### src/design/dsqm_pkg.sv
package dsqm_pkg;

    // Packet size bound and derived byte-position width
    localparam int MAX_PACKET_BYTES = 512;
    localparam int POS_W            = $clog2(MAX_PACKET_BYTES + 1);
    localparam int HEADER_BYTES     = 12;

    // Field widths
    localparam int DATA_W    = 8;
    localparam int QIDX_W    = 16;
    localparam int PATTERN_W = 48;
    localparam int QTYPE_W   = 16;
    localparam int CFG_IDX_W = 1;
    localparam int CFG_DATA_W = PATTERN_W;
    localparam int LEFT_W    = 8;
    localparam int BIQ_W     = 3;

    // Header byte positions
    localparam logic [POS_W-1:0] POS_FLAGS   = POS_W'(2);
    localparam logic [POS_W-1:0] POS_QD_HI   = POS_W'(4);
    localparam logic [POS_W-1:0] POS_QD_LO   = POS_W'(5);
    localparam logic [POS_W-1:0] POS_HDR_END = POS_W'(HEADER_BYTES - 1);
    localparam logic [POS_W-1:0] POS_LIMIT   = POS_W'(MAX_PACKET_BYTES);

    // Protocol constants
    localparam int                  QR_BIT        = 7;
    localparam logic [DATA_W-1:0]   PTR_MASK      = 8'hC0;
    localparam logic [BIQ_W-1:0]    WINDOW_BYTES  = 3'd6;
    localparam logic [LEFT_W-1:0]   TYPE_BYTES    = 8'd2;
    localparam logic [LEFT_W-1:0]   TAIL_BYTES    = 8'd4;

    // Register reset values
    localparam logic [PATTERN_W-1:0] PATTERN_RST = 48'h5F6D69646932;
    localparam logic [QTYPE_W-1:0]   QTYPE_RST   = 16'h0021;

    // Configuration register indexes
    typedef enum logic [CFG_IDX_W-1:0] {
        CFG_MATCH_PATTERN = 1'b0,
        CFG_QUERY_TYPE    = 1'b1
    } t_cfg_idx;

    // Parser phases
    typedef enum logic [2:0] {
        PH_HEADER = 3'd0,
        PH_LEN    = 3'd1,
        PH_LABEL  = 3'd2,
        PH_PTR    = 3'd3,
        PH_TAIL   = 3'd4,
        PH_DONE   = 3'd5
    } t_phase;

endpackage

### src/design/dsqm_in_if.sv
interface dsqm_in_if import dsqm_pkg::*; ();
    logic              valid;
    logic              ready;
    logic [DATA_W-1:0] data_byte;
    logic              last_byte;

    modport source (output valid, output data_byte, output last_byte, input ready);
    modport sink   (input valid, input data_byte, input last_byte, output ready);
endinterface

### src/design/dsqm_out_if.sv
interface dsqm_out_if import dsqm_pkg::*; ();
    logic              valid;
    logic              ready;
    logic [QIDX_W-1:0] question_index;

    modport source (output valid, output question_index, input ready);
    modport sink   (input valid, input question_index, output ready);
endinterface

### src/design/dns_srv_query_matcher.sv
// A result beat passes the byte register and then the result register before it goes valid.
// Throughput: one packet byte per cycle; the byte register and the result
// register form a two-stage pipe, so input stalls only while a result waits.
// Reset (i_rst_n low, synchronous) empties both stages, restores the match
// pattern and query type defaults, and returns the parser to the header phase.
module dns_srv_query_matcher import dsqm_pkg::*; (
    input  logic                  i_clk,
    input  logic                  i_rst_n,
    input  logic                  i_cfg_we,
    input  logic [CFG_IDX_W-1:0]  i_cfg_index,
    input  logic [CFG_DATA_W-1:0] i_cfg_data,
    dsqm_in_if.sink               i_in,
    dsqm_out_if.source            o_out
);

    // Configuration
    logic [PATTERN_W-1:0] r_pattern;
    logic [QTYPE_W-1:0]   r_qtype;

    // Byte stage
    logic              r_in_valid;
    logic [DATA_W-1:0] r_in_data;
    logic              r_in_last;

    // Result stage
    logic              r_out_valid;
    logic [QIDX_W-1:0] r_out_index;

    // Parser state
    t_phase               r_phase, n_phase;
    logic [POS_W-1:0]     r_pos, n_pos;
    logic                 r_resp, n_resp;
    logic [QIDX_W-1:0]    r_total, n_total;
    logic [QIDX_W-1:0]    r_cnt, n_cnt;
    logic [LEFT_W-1:0]    r_left, n_left;
    logic [PATTERN_W-1:0] r_recent, n_recent;
    logic [BIQ_W-1:0]     r_biq, n_biq;
    logic                 r_seen, n_seen;
    logic [QTYPE_W-1:0]   r_type, n_type;

    logic                 out_free;
    logic                 consume;
    logic                 emit;
    logic [PATTERN_W-1:0] shifted;

    // Handshake: a byte moves on when the result slot is free or draining
    assign out_free   = !r_out_valid || o_out.ready;
    assign consume    = r_in_valid && out_free;
    assign i_in.ready = !r_in_valid || out_free;

    assign o_out.valid          = r_out_valid;
    assign o_out.question_index = r_out_index;

    // Configuration writes
    always_ff @(posedge i_clk) begin
        if (!i_rst_n) begin
            r_pattern <= PATTERN_RST;
            r_qtype   <= QTYPE_RST;
        end else if (i_cfg_we) begin
            unique case (t_cfg_idx'(i_cfg_index))
                CFG_MATCH_PATTERN: r_pattern <= i_cfg_data;
                CFG_QUERY_TYPE:    r_qtype   <= i_cfg_data[QTYPE_W-1:0];
            endcase
        end
    end

    // Byte register
    always_ff @(posedge i_clk) begin
        if (!i_rst_n) begin
            r_in_valid <= 1'b0;
        end else if (i_in.ready) begin
            r_in_valid <= i_in.valid;
        end
    end

    always_ff @(posedge i_clk) begin
        if (i_in.ready && i_in.valid) begin
            r_in_data <= i_in.data_byte;
            r_in_last <= i_in.last_byte;
        end
    end

    // Result register
    always_ff @(posedge i_clk) begin
        if (!i_rst_n) begin
            r_out_valid <= 1'b0;
        end else if (out_free) begin
            r_out_valid <= consume && emit;
        end
    end

    always_ff @(posedge i_clk) begin
        if (consume && emit) begin
            r_out_index <= r_cnt;
        end
    end

    // Parser state register
    always_ff @(posedge i_clk) begin
        if (!i_rst_n) begin
            r_phase  <= PH_HEADER;
            r_pos    <= '0;
            r_resp   <= 1'b0;
            r_total  <= '0;
            r_cnt    <= '0;
            r_left   <= '0;
            r_recent <= '0;
            r_biq    <= '0;
            r_seen   <= 1'b0;
            r_type   <= '0;
        end else begin
            r_phase  <= n_phase;
            r_pos    <= n_pos;
            r_resp   <= n_resp;
            r_total  <= n_total;
            r_cnt    <= n_cnt;
            r_left   <= n_left;
            r_recent <= n_recent;
            r_biq    <= n_biq;
            r_seen   <= n_seen;
            r_type   <= n_type;
        end
    end

    // Per-byte parse step
    always_comb begin
        n_phase  = r_phase;
        n_pos    = r_pos;
        n_resp   = r_resp;
        n_total  = r_total;
        n_cnt    = r_cnt;
        n_left   = r_left;
        n_recent = r_recent;
        n_biq    = r_biq;
        n_seen   = r_seen;
        n_type   = r_type;
        emit     = 1'b0;
        shifted  = {r_recent[PATTERN_W-DATA_W-1:0], r_in_data};

        if (consume && (r_pos < POS_LIMIT)) begin
            n_pos = r_pos + POS_W'(1);
            unique case (r_phase)
                PH_HEADER: begin
                    if (r_pos == POS_FLAGS) begin
                        n_resp = r_in_data[QR_BIT];
                    end
                    if (r_pos == POS_QD_HI) begin
                        n_total = {r_in_data, {DATA_W{1'b0}}};
                    end
                    if (r_pos == POS_QD_LO) begin
                        n_total = {r_total[QIDX_W-1:DATA_W], r_in_data};
                    end
                    if (r_pos == POS_HDR_END) begin
                        n_cnt = '0;
                        if (r_resp || (r_total == '0)) begin
                            n_phase = PH_DONE;
                        end else begin
                            n_phase  = PH_LEN;
                            n_left   = '0;
                            n_recent = '0;
                            n_biq    = '0;
                            n_seen   = 1'b0;
                            n_type   = '0;
                        end
                    end
                end
                PH_DONE: begin
                    n_phase = PH_DONE;
                end
                default: begin
                    // six-byte window over the question's own bytes
                    n_recent = shifted;
                    if (r_biq < WINDOW_BYTES) begin
                        n_biq = r_biq + BIQ_W'(1);
                    end
                    if ((n_biq >= WINDOW_BYTES) && (shifted == r_pattern)) begin
                        n_seen = 1'b1;
                    end

                    case (r_phase)
                        PH_LEN: begin
                            if (r_in_data == '0) begin
                                n_phase = PH_TAIL;
                                n_left  = '0;
                            end else if ((r_in_data & PTR_MASK) == PTR_MASK) begin
                                n_phase = PH_PTR;
                            end else begin
                                n_left  = r_in_data;
                                n_phase = PH_LABEL;
                            end
                        end
                        PH_LABEL: begin
                            n_left = r_left - LEFT_W'(1);
                            if (n_left == '0) begin
                                n_phase = PH_LEN;
                            end
                        end
                        PH_PTR: begin
                            n_phase = PH_TAIL;
                            n_left  = '0;
                        end
                        default: begin
                            // type word, then class word
                            if (r_left < TYPE_BYTES) begin
                                n_type = {r_type[QTYPE_W-DATA_W-1:0], r_in_data};
                            end
                            n_left = r_left + LEFT_W'(1);
                            if (n_left >= TAIL_BYTES) begin
                                emit  = n_seen && (n_type == r_qtype);
                                n_cnt = r_cnt + QIDX_W'(1);
                                if (n_cnt >= r_total) begin
                                    n_phase = PH_DONE;
                                end else begin
                                    n_phase  = PH_LEN;
                                    n_left   = '0;
                                    n_recent = '0;
                                    n_biq    = '0;
                                    n_seen   = 1'b0;
                                    n_type   = '0;
                                end
                            end
                        end
                    endcase
                end
            endcase
        end

        // packet end: back to header, parser state cleared, configuration kept
        if (consume && r_in_last) begin
            n_phase  = PH_HEADER;
            n_pos    = '0;
            n_resp   = 1'b0;
            n_total  = '0;
            n_cnt    = '0;
            n_left   = '0;
            n_recent = '0;
            n_biq    = '0;
            n_seen   = 1'b0;
            n_type   = '0;
        end
    end

    // Checks
    a_header_pos: assert property (@(posedge i_clk) disable iff (!i_rst_n)
        (r_phase == PH_HEADER) |-> (r_pos <= POS_HDR_END))
        else $error("header phase past header length");

    a_window_cnt: assert property (@(posedge i_clk) disable iff (!i_rst_n)
        r_biq <= WINDOW_BYTES)
        else $error("window byte count overflow");

    a_question_range: assert property (@(posedge i_clk) disable iff (!i_rst_n)
        ((r_phase == PH_LEN) || (r_phase == PH_LABEL) || (r_phase == PH_PTR) ||
         (r_phase == PH_TAIL)) |-> (r_cnt < r_total))
        else $error("question index beyond question count");

    a_emit_result: assert property (@(posedge i_clk) disable iff (!i_rst_n)
        (consume && emit) |=> (r_out_valid && (r_out_index == $past(r_cnt))))
        else $error("result beat lost or wrong index");

    a_byte_held: assert property (@(posedge i_clk) disable iff (!i_rst_n)
        (r_in_valid && !consume) |=> (r_in_valid && $stable(r_in_data)))
        else $error("pending byte dropped");

endmodule
### src/flat_wrapper.sv
// flat-port wrapper written by rule: the top's interface ports become plain ports
module dns_srv_query_matcher_flat import dsqm_pkg::*;
  (i_clk, i_rst_n, i_cfg_we, i_cfg_index, i_cfg_data, i_in_valid, i_in_data_byte, i_in_last_byte, i_in_ready, o_out_valid, o_out_question_index, o_out_ready);
  dsqm_in_if i_in_i ();
  dsqm_out_if o_out_i ();
  input  logic i_clk;
  input  logic i_rst_n;
  input  logic i_cfg_we;
  input  logic [CFG_IDX_W-1:0] i_cfg_index;
  input  logic [CFG_DATA_W-1:0] i_cfg_data;
  input wire logic [$bits(i_in_i.valid)-1:0] i_in_valid;
  input wire logic [$bits(i_in_i.data_byte)-1:0] i_in_data_byte;
  input wire logic [$bits(i_in_i.last_byte)-1:0] i_in_last_byte;
  output wire logic [$bits(i_in_i.ready)-1:0] i_in_ready;
  output wire logic [$bits(o_out_i.valid)-1:0] o_out_valid;
  output wire logic [$bits(o_out_i.question_index)-1:0] o_out_question_index;
  input wire logic [$bits(o_out_i.ready)-1:0] o_out_ready;
  assign i_in_i.valid = i_in_valid;
  assign i_in_i.data_byte = i_in_data_byte;
  assign i_in_i.last_byte = i_in_last_byte;
  assign i_in_ready = i_in_i.ready;
  assign o_out_valid = o_out_i.valid;
  assign o_out_question_index = o_out_i.question_index;
  assign o_out_i.ready = o_out_ready;
  dns_srv_query_matcher u_core (.i_clk(i_clk), .i_rst_n(i_rst_n), .i_cfg_we(i_cfg_we), .i_cfg_index(i_cfg_index), .i_cfg_data(i_cfg_data), .i_in(i_in_i), .o_out(o_out_i));
endmodule
### config.mk
export PLATFORM = sky130hd
export DESIGN_NAME = dns_srv_query_matcher_flat
export DESIGN_NICKNAME = d
export VERILOG_FILES = /design/src/design/dsqm_pkg.sv /design/src/design/dsqm_in_if.sv /design/src/design/dsqm_out_if.sv /design/src/design/dns_srv_query_matcher.sv /design/src/flat_wrapper.sv
export SDC_FILE = /design/constraint.sdc
export NUM_CORES = 1
export LEC_CHECK = 0
export ABC_CLOCK_PERIOD_IN_PS = 11000
export BUFFER_PORTS_ARGS = -buffer_cell sky130_fd_sc_hd__buf_2
export CAP_MARGIN = 20
export CORE_ASPECT_RATIO = 0.5
export CORE_UTILIZATION = 39
export CTS_CLUSTER_SIZE = 28
export DETAILED_ROUTE_END_ITERATION = 10
export SYNTH_ARGS = -nofsm -noshare
export SYNTH_HDL_FRONTEND = slang
export SYNTH_SLANG_ARGS = --single-unit
### constraint.sdc
create_clock -name i_clk -period 11 [get_ports i_clk]
set_clock_uncertainty 0.15 [all_clocks]
set_input_delay 0.55 -clock i_clk [delete_from_list [all_inputs] [get_ports i_clk]]
set_output_delay 0.55 -clock i_clk [all_outputs]
set_load 0.01 [all_outputs]
==> run metrics <==
clk slew on worst S/H paths 0.07 ns; Syn-to-layout area delta 13.0%; metal1 wirelength 13,300 microns; number of global-route vias before repair 8,064; CP Class register to register; fmax 0.222 GHz; Max Cap Viol 0; antenna diode count 0; Slew HR 28.5%; DRC Markers 0; crit path capture type register; number of synthesized register bits 205; Synth area leader dfxtp_1; CTS H-tree depth 1; first drt pass iteration count 7; PortBufs 80; Synth top area share 35.9%; nets@finish 1,303; Worst-Skew Late Latency 0.52 ns; arrival time worst endpoint 4.75 ns; DR vias/cell 5.56; outcome finished clean; TritonCTS clock tree done; pwr dens 141 nW/um^2; effective utilization at floorplan 39.8%; most frequent cell after synthesis nand2_1; Routability Congestion 0.894; first-pass GRT wire length 44,300 microns; DR WL met3 1340 microns; commonest register cell after synthesis dfxtp_1; list of most frequent post-synthesis cells 222 x nand2_1, 180 x dfxtp_1, 116 x a21oi_1; Area contributors post-synth dfxtp_1 36%, nand2_1 8.3%, edfxtp_1 7.5%; Comb power frac 5.4%; Post-DP Area 10,700 sq um; worst hold path type input port to register; pre-CTS setup slack 6.56 ns; CTS root buffer clkbuf_16; Mapped Area 10,000 sq um; FILL cells 2,492; Startpoint Class register; vias after detailed routing 8,756; worst setup margin 6.50 ns; Tcrit/Tclk final 40.9%; CTS Buf Count 21; Mapped Cells 1,182; die height 116 microns; Setup Buffers After CTS 0; gr usage total 20.9%; share of cells above drive strength 1 11.9%; Post-synth EDFFs 25; Die X-Extent 229 microns; Total Power 1.61 mW; Post-CTS Resized 0; HPWL Detailed 18,800 microns; peak supply drop 0.110 mV; cts hold-fix bufs 0; setup TNS 0 ns; max layer used met4; Avg WL per Cell 17.6 microns; Total Routed Length 27,700 microns; largest net degree at the start of global routing 84; antenna violations before repair 0; Routed Antenna Nets 0; synth unique cells 75; Avg Inst Size Synth 8.50 sq um; sequential-to-total area share from yosys stat 43.3%; clock sink count 205; Starting DRT DRC Count 918; RSZ-0062 raised after global routing false; actual slew at the worst max-slew pin 1.07 ns; total die area 26,500 sq um; Flop pwr share 49.2%; Mapped Nets 1,270; maximum clock path buffer count 3; Crit Path Max Fanout 16; P_leak 4.32 nW; min Tclk post-route 4.50 ns; clock power share 45.3%; final instance area 11,400 sq um; synth warn 0; WL met2 12,600 microns; Net Switching 0.383 mW; total grt overflow 0; final setup violation count 0; I/O pins 81; Worst EP required 11.26 ns; Slew Viols, Final 0; Final Hold Vio Count 0; total core area 25,200 sq um; Sw Ratio 23.9%; row count 41; Internal Pwr Total 1.22 mW; asr flop ratio synth 0%
-- final cells by class --
| cell class | instances | area, sq um | share of cell area, % |
|---|---|---|---|
| tap | 344 | 430 | 3.79 |
| clock buffer | 29 | 576 | 5.07 |
| timing repair buffer | 92 | 490 | 4.32 |
| multi-input combinational | 860 | 5260 | 46.3 |
| inverter | 35 | 131 | 1.16 |
| clock inverter | 9 | 115 | 1.01 |
| sequential | 205 | 4350 | 38.3 |
-- kinds of logic (layout without fill, tap and decap cells) --
family	after synthesis	in the layout	synth area share (%)
xor+xnor	89	89	7.76
simple gates	446	446	20.9
buf+inv	117	165	4.68
flops	205	205	43.3
fa+ha+maj	25	25	3.11
mux	14	14	1.42
compound gates	286	286	18.8
-- worst max-delay path: stages, from the launching register on --
cell and delay, ns:
dfxtp_1 0.45, nand3_1 0.21, nor4b_2 0.60, nand3_1 0.22
xnor2_1 0.17, ha_1 0.29, a211oi_1 0.23, o21bai_1 0.10
a211oi_1 0.75, o211ai_1 0.32, a311o_4 0.59, a32o_1 0.29
-- stage by stage --
stage	cells	hold WS [ns]	utilization, %
CTS	1574	0.0564	45.0
global placement	1536	0.299	42.3
detailed placement	1536	0.304	42.3
global route	1574	0.0516	45.0
finish	1574	0.0644	45.0
floorplan	1182	0.256	-
-- power by group through the flow --
| stage | clock network (mW) | logic [mW] | registers (mW) |
|---|---|---|---|
| after floorplan | 0 | 0.0571 | 0.797 |
| after global placement | 0 | 0.0865 | 0.807 |
| after detailed placement | 0 | 0.0877 | 0.807 |
| after CTS | 0.740 | 0.0881 | 0.791 |
| after global routing | 0.776 | 0.0971 | 0.792 |
| final | 0.728 | 0.0873 | 0.791 |
-- per-layer routing --
| layer | vias to the layer above | GRT usage [%] |
|---|---|---|
| met1 | 4233 | 29.3 |
| met4 | 0 | 4.58 |
| met5 | - | 0 |
| met3 | 45 | 3.57 |
| met2 | 216 | 34.1 |
| li1 | 4262 | - |
-- flip-flops by register name, indices dropped and copies added (netlist names) --
register,cells
u_core.o_out.question_index,16
u_core.o_out.valid,1
u_core.r_biq,3
u_core.r_cnt,16
u_core.r_in_data,8
u_core.r_in_last,1
u_core.r_in_valid,1
u_core.r_left,8
u_core.r_pattern,48
u_core.r_phase,3
u_core.r_pos,10
u_core.r_qtype,16
u_core.r_recent,40
u_core.r_resp,1
u_core.r_seen,1
u_core.r_total,16
u_core.r_type,16
-- layout by cell type, fill, tap and decap left out, drive strengths merged, types with 31 or more instances in the layout --
cell type	instances
a21oi	116
buf	92
dfxtp	180
nand2	222
o211ai	53
nand3	54
nor2	53
xor2	60
o21ai	31
inv	36
-- path summary, 6_finish.rpt --
path                                      endpoint  cells after the start                              from  slack (ns)
hold / removal       u_core.r_in_data[7]$_DFFE_PP_                      1                 i_in_data_byte[7]        0.06
setup reg to reg     u_core.r_type[0]$_SDFFE_PP0P_                     11      u_core.r_cnt[2]$_SDFFE_PP0P_        6.50
hold reg to reg   u_core.r_recent[38]$_SDFFE_PP0P_                      2  u_core.r_recent[38]$_SDFFE_PP0P_        0.31
setup / recovery     u_core.r_type[0]$_SDFFE_PP0P_                     11      u_core.r_cnt[2]$_SDFFE_PP0P_        6.50
Note: power is estimated with default switching activity, not from simulation.
